File: src/design/rmoc_pkg.sv
// shared types, constants and helpers for the region map overlap checker
package rmoc_pkg;

    // table depth and page size
    localparam int unsigned MAX_REGIONS = 16;
    localparam int unsigned PAGE_BYTES  = 4096;
    localparam int unsigned PAGE_SHIFT  = $clog2(PAGE_BYTES);
    localparam int unsigned IDX_W       = (MAX_REGIONS > 1) ? $clog2(MAX_REGIONS) : 1;
    localparam int unsigned CNT_W       = $clog2(MAX_REGIONS + 1);

    // request kinds
    localparam logic [1:0] K_REGION = 2'd0;
    localparam logic [1:0] K_STACK  = 2'd1;
    localparam logic [1:0] K_HEAP   = 2'd2;
    localparam logic [1:0] K_BRK    = 2'd3;

    // result status codes
    localparam logic [2:0] ST_OK      = 3'd0;
    localparam logic [2:0] ST_INVALID = 3'd1;
    localparam logic [2:0] ST_FULL    = 3'd2;
    localparam logic [2:0] ST_MEETS   = 3'd3;
    localparam logic [2:0] ST_NO_HEAP = 3'd4;

    // request beat
    typedef struct packed {
        logic [1:0]  kind;
        logic [31:0] addr;
        logic [31:0] length;
        logic [3:0]  access_rights;
    } t_req;

    // result beat
    typedef struct packed {
        logic [2:0]  status;
        logic [31:0] value;
    } t_rsp;

    // one region table entry
    typedef struct packed {
        logic [31:0] base;
        logic [31:0] top;
        logic [3:0]  rights;
    } t_entry;

    // round a 32-bit byte count up to whole pages, carry kept in bit 32
    function automatic logic [32:0] round_up_page(input logic [31:0] v);
        logic [32:0] sum;
        sum = {1'b0, v} + 33'(PAGE_BYTES - 1);
        return sum & ~33'(PAGE_BYTES - 1);
    endfunction

endpackage

File: src/design/rmoc_region_table.sv
// region table storage: one write port, one registered read port
module rmoc_region_table
    import rmoc_pkg::*;
(
    input  logic             i_clk,
    input  logic             i_wr_en,
    input  logic [IDX_W-1:0] i_wr_addr,
    input  t_entry           i_wr_data,
    input  logic [IDX_W-1:0] i_rd_addr,
    output t_entry           o_rd_data
);

    t_entry r_mem [MAX_REGIONS];
    t_entry r_rd_data;

    // write port
    always_ff @(posedge i_clk) begin
        if (i_wr_en) begin
            r_mem[i_wr_addr] <= i_wr_data;
        end
    end

    // registered read port
    always_ff @(posedge i_clk) begin
        r_rd_data <= r_mem[i_rd_addr];
    end

    assign o_rd_data = r_rd_data;

endmodule

File: config.mk
export PLATFORM = sky130hd
export DESIGN_NAME = rmoc_region_table
export DESIGN_NICKNAME = d
export VERILOG_FILES = /design/src/design/rmoc_pkg.sv /design/src/design/rmoc_region_table.sv
export SDC_FILE = /design/constraint.sdc
export NUM_CORES = 1
export LEC_CHECK = 0
export ABC_CLOCK_PERIOD_IN_PS = 10900
export BUFFER_PORTS_ARGS = -buffer_cell sky130_fd_sc_hd__buf_2
export CAP_MARGIN = 15
export CORE_MARGIN = 3
export CORE_UTILIZATION = 66
export DETAILED_ROUTE_END_ITERATION = 8
export PLACE_DENSITY = 0.95
export SYNTH_ARGS = -nofsm -noshare
export SYNTH_HDL_FRONTEND = slang
export SYNTH_SLANG_ARGS = --single-unit
File: constraint.sdc
create_clock -name i_clk -period 10.9 [get_ports i_clk]
set_input_delay 1.09 -clock i_clk [delete_from_list [all_inputs] [get_ports i_clk]]
set_output_delay 1.09 -clock i_clk [all_outputs]
set_load 0.02 [all_outputs]
### Word-level counts from Yosys, hierarchy flattened

Memory sizes are Yosys's and may differ from the RTL's. A register that Yosys moved wholly into a read port is not among the register bits.
Index checks and enable logic that the tools add are counted.

| cells by class | value |
|---|---|
| multiplexer cells | 2 |

Operators by type and width:

| cell | number |
|---|---|
| two-way mux 1 bit | 2 |

| storage, ports and cells | value |
|---|---|
| output and inout port bits | 68 |
| RAM bits | 1088 |
| word-level logic and storage cells | 3 |
| input port bits | 78 |
| memories kept | 1 |
| flip-flop bits (word level) | 0 |

Memories:

| name | depth | bits a word | rd ports | clocked after memory_dff | wr ports | RTL line | text |
|---|---|---|---|---|---|---|---|
| r_mem | 16 | 68 | 1 | 1 | 1 | rmoc_region_table.sv:13 | `t_entry r_mem [MAX_REGIONS];` |

### Depth between registers and ports, before layout

Gate-level depths: netlist of the first run.

| logic depth | value |
|---|---|
| depth after elaboration | 2 |
| depth in mapped cells | 6 |
| mapped depth without buffers | 3 |

### Least setup slack after synthesis of the first run

Ideal clock, no wire load.

| timing | value |
|---|---|
| kind | in2reg |
| from | input port i_wr_addr[2] |
| to | memory r_mem[0][0] (netlist name), enable pin |
| cell stages on the path | 2 |
| path slack | 4.100 ns |
| path buffers | 0 |
| library setup time | 0.578 ns |
| arrival time | 6.221 ns |
| cell sequence | or3b_2 -> nor3_1 |

RTL lines:

| item | RTL line | text |
|---|---|---|
| start: declaration | rmoc_region_table.sv:7 | `input logic [IDX_W-1:0] i_wr_addr,` |
| end: declaration | rmoc_region_table.sv:13 |  |

No word-level cell before the write port.

==> insert_results.sql, run 1 <==
INSERT INTO impl_metrics (metric_group, metric, value, unit) VALUES
('cells_and_area', 'post_route_cells_drive_above_1_share', '31.9', '%'),
('setup_path', 'path_buf_inv', '3', ''),
('setup_path', 'worstSetupEndpointType', 'flop', ''),
('synth', 'synth_area_leaders', 'edfxtp_1, mux4_2, dfxtp_1', ''),
('cts', 'worst_setup_hold_path_clk_slew', '60', 'ps'),
('cts', 'cts_setup_buffers', '0', ''),
('global_routing', 'global_route_wire_length_before_repair', '161000', 'um'),
('flow_run', 'drv_cap', '0', ''),
('detailed_routing', 'finalWirelength', '113000', 'um'),
('detailed_routing', 'dr.first_iter.drc_count', '3456', ''),
('synth', 'post-synth-top-area-cell', 'edfxtp_1', ''),
('cts', 'tritoncts', 'yes', ''),
('pwr', 'cellPowerDensity', '201', 'mW/mm^2'),
('global_routing', 'grt-ovfl-total', '0', ''),
('die', 'io_pins', '146', ''),
('run_status', 'run_status', 'complete, no violations', ''),
('cts', 'max-clock-path-buffers', '3', ''),
('synth', 'netlist_top_cells_count', 'edfxtp_1, mux4_2, a22oi_1, nand2_1, dfxtp_1', ''),
('die', 'floorplan.core_area', '0.0623', 'mm^2'),
('global_routing', 'initial_antenna_violation_count', '13', ''),
('synth', 'synth-async-reset-ratio', '0', '%'),
('synth', 'postSynthCellCount', '1750', ''),
('setup_path', 'arrival_time_of_data_at_the_critical_path_endpoint', '4590', 'ps'),
('setup_path', 'timing.critical_path.slowest_cell_delay', '930', 'ps'),
('cts', 'clkLatencyLatePin', '670', 'ps'),
('setup_path', 'critical_path.startpoint_type', 'input port', ''),
('timing', 'finalHoldViolations', '0', ''),
('timing', 'setup_total_negative_slack', '0', 'ps'),
('timing', 'timing.final.max_slew_violations', '0', ''),
('timing', 'worstMarginPinSlew', '1230', 'ps'),
('setup_path', 'worst_setup_path_category', 'in2reg', ''),
('setup_path', 'cpMaxStageDelayCell', 'buf_4', ''),
('synth', 'synth.yosys.seq_area_share', '81.1', '%'),
('cts', 'clkSinkCount', '1156', ''),
('timing', 'post-route-min-period', '4060', 'ps'),
('synth', 'ys_warn_count', '0', ''),
('synth', 'synthesis.area', '0.0420', 'mm^2'),
('timing', 'final.period_utilization', '37.3', '%'),
('detailed_routing', 'dr_total_vias', '21481', ''),
('cells_and_area', 'finish.net_count', '2024', ''),
('timing', 'grt_setup_unrepaired', 'no', ''),
('detailed_routing', 'detail_route.vias_per_cell', '7.44', ''),
('synth', 'dominantRegCellSynth', 'edfxtp_1', ''),
('setup_path', 'timing.critical_path.mode_cell', 'buf_4', ''),
('die', 'floorplan.die.height', '258', 'um'),
('setup_path', 'worst-endpoint-required', '11430', 'ps'),
('timing', 'setup_viol', '0', ''),
('setup_path', 'ff2ff_setup_slack', '9360', 'ps'),
('synth', 'synth.net_count', '1828', ''),
('place', 'finalWeightedCongestion', '0.720', ''),
('cts', 'cts.repair.resized', '0', ''),
('setup_path', 'timing.critical_path.cells', 'buf_8 > buf_4 > buf_4 > mux4_2 > a22oi_1 > nand2_1', ''),
('synth', 'synth_edf_count', '1088', ''),
('detailed_routing', 'remaining_number_of_nets_flagged_by_the_antenna_check_after_routing', '0', ''),
('timing', 'timing.clock.skew', '21.9', 'ps'),
('global_routing', 'first_global_vias', '22246', ''),
('die', 'row_count', '91', ''),
('pwr', 'irDropWorstVdd', '0.128', 'mV'),
('timing', 'slew_headroom', '18.2', '%'),
('pwr', 'leakage', '15.3', 'nW'),
('cts', 'cts_max_level', '3', ''),
('cts', 'cts_buffers', '105', ''),
('timing', 'achievable-frequency', '246', 'MHz'),
('global_routing', 'grt_start_max_net_pins', '113', ''),
('detailed_routing', 'route.detailed.drc', '0', ''),
('cts', 'cts_hold_repair.buffers', '0', ''),
('setup_path', 'maximum_net_fanout_on_the_critical_path', '80', ''),
('synth', 'synth.most_common_cell', 'edfxtp_1', ''),
('setup_path', 'crit_family', 'buffers and inverters', ''),
('place', 'buffers_on_ports', '145', ''),
('die', 'floorplan.initialDensity', '67.4', '%');
cells in the final DEF (no fill, tap or decap), types with 20 or more instances in the layout:
master,count
edfxtp_1,1088
dfxtp_1,68
clkbuf_16,108
bufinv_16,20
nand2_1,69
a22oi_1,136
clkinv_2,20
buf_2,143
mux4_2,272
buf_4,34
metrics by stage:
step                      total power [W]  cell area [um^2]  util, %  cells  worst slack (ps)
final                             0.00955             47600     76.4   2887              6840
after global routing              0.00974             47600     76.4   2881              6450
after CTS                         0.00957             47600     76.4   2874              6780
after detailed placement          0.00556             43800     70.3   2676              6160
after global placement            0.00551             43800     70.3   2676              6350
after floorplan                   0.00536             42000        -   1750              4100
final cells by class:
type | count | area [um^2]
flip-flops and latches | 1156 | 34000
fillers | 2852 | 14700
multi-input cells | 503 | 7670
clock buffers | 132 | 2910
well taps | 837 | 1050
repair buffers | 180 | 1020
clock inverters | 66 | 870
diodes | 13 | 32.5
power breakdown:
part | switching (W) | internal, W
registers | 0.0000530 | 0.00497
clock network | 0.00169 | 0.00237
logic | 0.000299 | 0.000171
total | 0.00204 | 0.00751
metal layers:
| layer | up-vias | global-route usage, % | routed length, um |
|---|---|---|---|
| li1 | 7898 | - | - |
| met1 | 10996 | 45.1 | 36200 |
| met2 | 2121 | 55.6 | 56400 |
| met3 | 460 | 7.30 | 13100 |
| met4 | 6 | 20.9 | 7010 |
| met5 | - | 0 | 34 |
sequential cells by signal (all words and copies together) (netlist names):
signal,count
r_mem,1088
o_rd_data,68
worst paths after layout:
path,from,depth (start not counted),end
setup reg to reg,r_mem[11][65],3,o_rd_data[65]
hold reg to reg,r_mem[4][47],3,o_rd_data[47]
hold / removal,r_mem[4][47],3,o_rd_data[47]
setup / recovery,i_rd_addr[0],6,o_rd_data[46]
tightest hold or removal path: cells and delay by family (launching register included):
| kind | cells | cell delay (ps) |
|---|---|---|
| and+or+nand+nor | 1 | 60 |
| muxes | 1 | 220 |
| AOI/OAI and AO/OA | 1 | 60 |
| DFF | 1 | 320 |
cells by family after synthesis:
kind of cell | synth area share [%]
buffers and inverters | 0.984
multiplexers | 14.6
flip-flops | 81.1
AO/OA/AOI/OAI | 2.43
AND/OR/NAND/NOR | 0.924
No activity file was read; power rests on OpenSTA's default activity.
==> run 2, diff against run 1 <==
--- a/config.mk
+++ b/config.mk
@@ -5,13 +5,13 @@
 export SDC_FILE = /design/constraint.sdc
 export NUM_CORES = 1
 export LEC_CHECK = 0
-export ABC_CLOCK_PERIOD_IN_PS = 10900
+export ABC_CLOCK_PERIOD_IN_PS = 3300
 export BUFFER_PORTS_ARGS = -buffer_cell sky130_fd_sc_hd__buf_2
 export CAP_MARGIN = 15
 export CORE_MARGIN = 3
-export CORE_UTILIZATION = 66
+export CORE_UTILIZATION = 55
 export DETAILED_ROUTE_END_ITERATION = 8
-export PLACE_DENSITY = 0.95
+export PLACE_DENSITY = 0.87
 export SYNTH_ARGS = -nofsm -noshare
 export SYNTH_HDL_FRONTEND = slang
 export SYNTH_SLANG_ARGS = --single-unit
==> constraint.sdc (replaced) <==
create_clock -name i_clk -period 3.3 [get_ports i_clk]
set_input_delay 0.33 -clock i_clk [delete_from_list [all_inputs] [get_ports i_clk]]
set_output_delay 0.33 -clock i_clk [all_outputs]
set_load 0.02 [all_outputs]
==> run 2 against run 1 <==
  * Worst setup slack worse by 5200 ps
  * Combinational power rose to 3.4 times the previous value
  * First-iteration DRC count down 11%
  * Sequential power rose to 3.3 times the previous value
  * Highest routed layer unchanged
  * Largest power group unchanged
  * Count of clock-buffer cells in the layout up 4
  * Cell count up 5.6%
  * Critical path depth down 2
  * Wire length down 5.0%
  * Sequential share of layout area down 1.0 points
  * Die area up 20%
  * Critical path type unchanged
==> insert_results.sql, run 2 (synthesized netlist as in run 1, its figures left out) <==
INSERT INTO impl_metrics (metric_group, metric, value, unit) VALUES
('timing', 'worstMarginPinSlew', '870', 'ps'),
('setup_path', 'arrival_time_of_data_at_the_critical_path_endpoint', '2060', 'ps'),
('pwr', 'leakage', '15.6', 'nW'),
('detailed_routing', 'wl_cell', '35.1', 'um'),
('cells_and_area', 'most_common_cell_after_layout_fill_and_taps_aside', 'edfxtp_1', ''),
('die', 'floorplan.die_area', '0.0797', 'mm^2'),
('timing', 'final.period_utilization', '51.8', '%'),
('min_path', 'critical_hold_path_startpoint', 'i_wr_data[35]', ''),
('place', 'placed_area', '0.0445', 'mm^2'),
('pwr', 'swShare', '21.6', '%'),
('timing', 'post-route-min-period', '1710', 'ps'),
('flow_run', 'drv_cap', '0', ''),
('place', 'buffers_on_ports', '145', ''),
('die', 'row_count', '100', ''),
('cts', 'clkLatencyLatePin', '680', 'ps'),
('cts', 'cts_buffers', '106', ''),
('setup_path', 'setup.worst_path.start', 'i_wr_addr[2]', ''),
('min_path', 'path_class_of_the_lowest_slack_min_delay_path', 'in2reg', ''),
('detailed_routing', 'remaining_number_of_nets_flagged_by_the_antenna_check_after_routing', '0', ''),
('global_routing', 'initial_antenna_violation_count', '18', ''),
('cts', 'max-clock-path-buffers', '3', ''),
('cells_and_area', 'regArea', '0.0340', 'mm^2'),
('pwr', 'power.share.clock', '41.4', '%'),
('pwr', 'power.share.sequential', '53.4', '%'),
('pwr', 'power_report.internal_total', '0.0243', 'W'),
('detailed_routing', 'detail_route.vias_per_cell', '6.86', ''),
('cells_and_area', 'fill_cells', '4423', ''),
('timing', 'timing.clock.skew', '29.6', 'ps'),
('setup_path', 'worstSetupEndpointType', 'flop', ''),
('cells_and_area', 'finish.net_count', '2052', ''),
('detailed_routing', 'finalWirelength', '107000', 'um'),
('timing', 'timing.final.max_slew_violations', '0', ''),
('timing', 'slew_headroom', '41.8', '%'),
('run_status', 'run_status', 'complete, no violations', ''),
('setup_path', 'worst-endpoint-required', '3650', 'ps'),
('pwr', 'irDropWorstVdd', '0.439', 'mV'),
('cells_and_area', 'multi_input_area', '0.00769', 'mm^2'),
('cells_and_area', 'layout.cells.most_common_list', 'edfxtp_1, mux4_2, buf_2', ''),
('global_routing', 'grtUsageTotal', '27.5', '%'),
('place', 'place.detailed.hpwl', '50700', 'um'),
('die', 'dieWidth', '282', 'um'),
('setup_path', 'worstReg2RegStart', 'r_mem[12][17]', ''),
('global_routing', 'grt_start_max_net_pins', '69', ''),
('cts', 'tritoncts', 'yes', ''),
('die', 'io_pins', '146', ''),
('global_routing', 'global_route_wire_length_before_repair', '156000', 'um'),
('cells_and_area', 'largest_reg_flops', '1088', ''),
('timing', 'finalHoldViolations', '0', ''),
('die', 'floorplan.die.height', '282', 'um'),
('cells_and_area', 'post_route_cells_drive_above_1_share', '32.4', '%'),
('cells_and_area', 'area_delta_synth_final', '15.0', '%'),
('cts', 'cts_setup_buffers', '0', ''),
('cells_and_area', 'regMostFlops', 'r_mem', ''),
('detailed_routing', 'route.detailed.drc', '0', ''),
('pwr', 'power', '0.0310', 'W'),
('detailed_routing', 'dr.first_iter.drc_count', '3078', ''),
('timing', 'grt_setup_unrepaired', 'no', ''),
('global_routing', 'grt-ovfl-total', '0', ''),
('detailed_routing', 'dr_total_vias', '20937', ''),
('pwr', 'comb_power_share', '5.2', '%'),
('cts', 'worst_setup_hold_path_clk_slew', '70', 'ps'),
('cts', 'clkSinkCount', '1156', ''),
('place', 'finalWeightedCongestion', '0.746', ''),
('timing', 'achievable-frequency', '585', 'MHz'),
('cts', 'cts_max_level', '3', ''),
('detailed_routing', 'drt-pass1-iter-count', '7', ''),
('setup_path', 'worst_setup_path_category', 'in2reg', ''),
('timing', 'setup_viol', '0', ''),
('pwr', 'net-switching-power', '0.00671', 'W'),
('pwr', 'cellPowerDensity', '642', 'mW/mm^2'),
('cells_and_area', 'finish.instance_area', '0.0483', 'mm^2'),
('setup_path', 'critical_path.startpoint_type', 'input port', ''),
('cts', 'clockRootBuffer', 'clkbuf_16', ''),
('die', 'floorplan.core_area', '0.0751', 'mm^2'),
('die', 'floorplan.initialDensity', '55.9', '%'),
('global_routing', 'first_global_vias', '21639', ''),
('setup_path', 'maximum_net_fanout_on_the_critical_path', '28', '');
## run 2: changes by cell type in the layout (fill, tap and decap cells not counted), moves of 3 or more
cell           before  now
clkinv_1           10   13
nor3_4              0    4
bufinv_16          20   12
buf_12              1   33
clkinvlp_4         13    4
nor3_2              4    0
clkinv_2           20   24
clkinv_4            1    4
dlygate4sd3_1       0    7
clkbuf_8           12   17
buf_4              34   22
## run 2: what timing repair did
item / in CTS / in global routing
endpoints found under the hold margin: 85 / 0
resized for setup: 0 / 0
hold buffers: 7 / 0
## run 2: power by group through the flow
stage / clock, W / sequential, W / combinational (W)
after floorplan: 0 / 0.0169 / 0.000773
after global placement: 0 / 0.0168 / 0.00148
after detailed placement: 0 / 0.0169 / 0.00155
after CTS: 0.0129 / 0.0166 / 0.00161
after global routing: 0.0134 / 0.0166 / 0.00170
final: 0.0128 / 0.0166 / 0.00161
## run 2: metal layers
metal | up-vias | track usage, % | routed length, um
li1 | 7948 | - | -
met1 | 10902 | 36.0 | 37200
met2 | 1760 | 44.9 | 53800
met3 | 313 | 7.05 | 11500
met4 | 14 | 11.4 | 4560
met5 | - | 0 | 91
## run 2: per-stage QoR
stage | hold WS, ps | setup WS (ps) | cells | util (%) | setup TNS (ps)
final | 39.0 | 1590 | 3050 | 64.3 | 0
after global placement | 651 | 1030 | 2828 | 59.3 | 0
after CTS | 0.358 | 1580 | 3037 | 64.3 | 0
after global routing | 25.9 | 1580 | 3043 | 64.3 | 0
after detailed placement | 662 | 1010 | 2828 | 59.3 | 0
after floorplan | 429 | -898 | 1750 | - | -227810
## run 2: worst max-delay path, stage by stage
cell and delay [ps]:
buf_2 110, nand3b_1 470, nor2_4 800, buf_12 310
## run 2: worst paths after layout
check | slack, ps | endpoint | cells after the start
worst max-delay path | 1590 | r_mem[10][49] | 4
worst min-delay path | 40 | r_mem[0][35] | 1
worst max register to register | 1760 | o_rd_data[17] | 3
worst min register to register | 680 | o_rd_data[9] | 3
## run 2: cell type report
type / instances / area share [%]
antenna: 13 / 0.0674
clock buffer: 136 / 6.08
clock inverter: 66 / 1.52
multi-input combinational: 503 / 15.9
sequential: 1156 / 70.5
tap: 969 / 2.51
timing repair buffer: 207 / 3.40
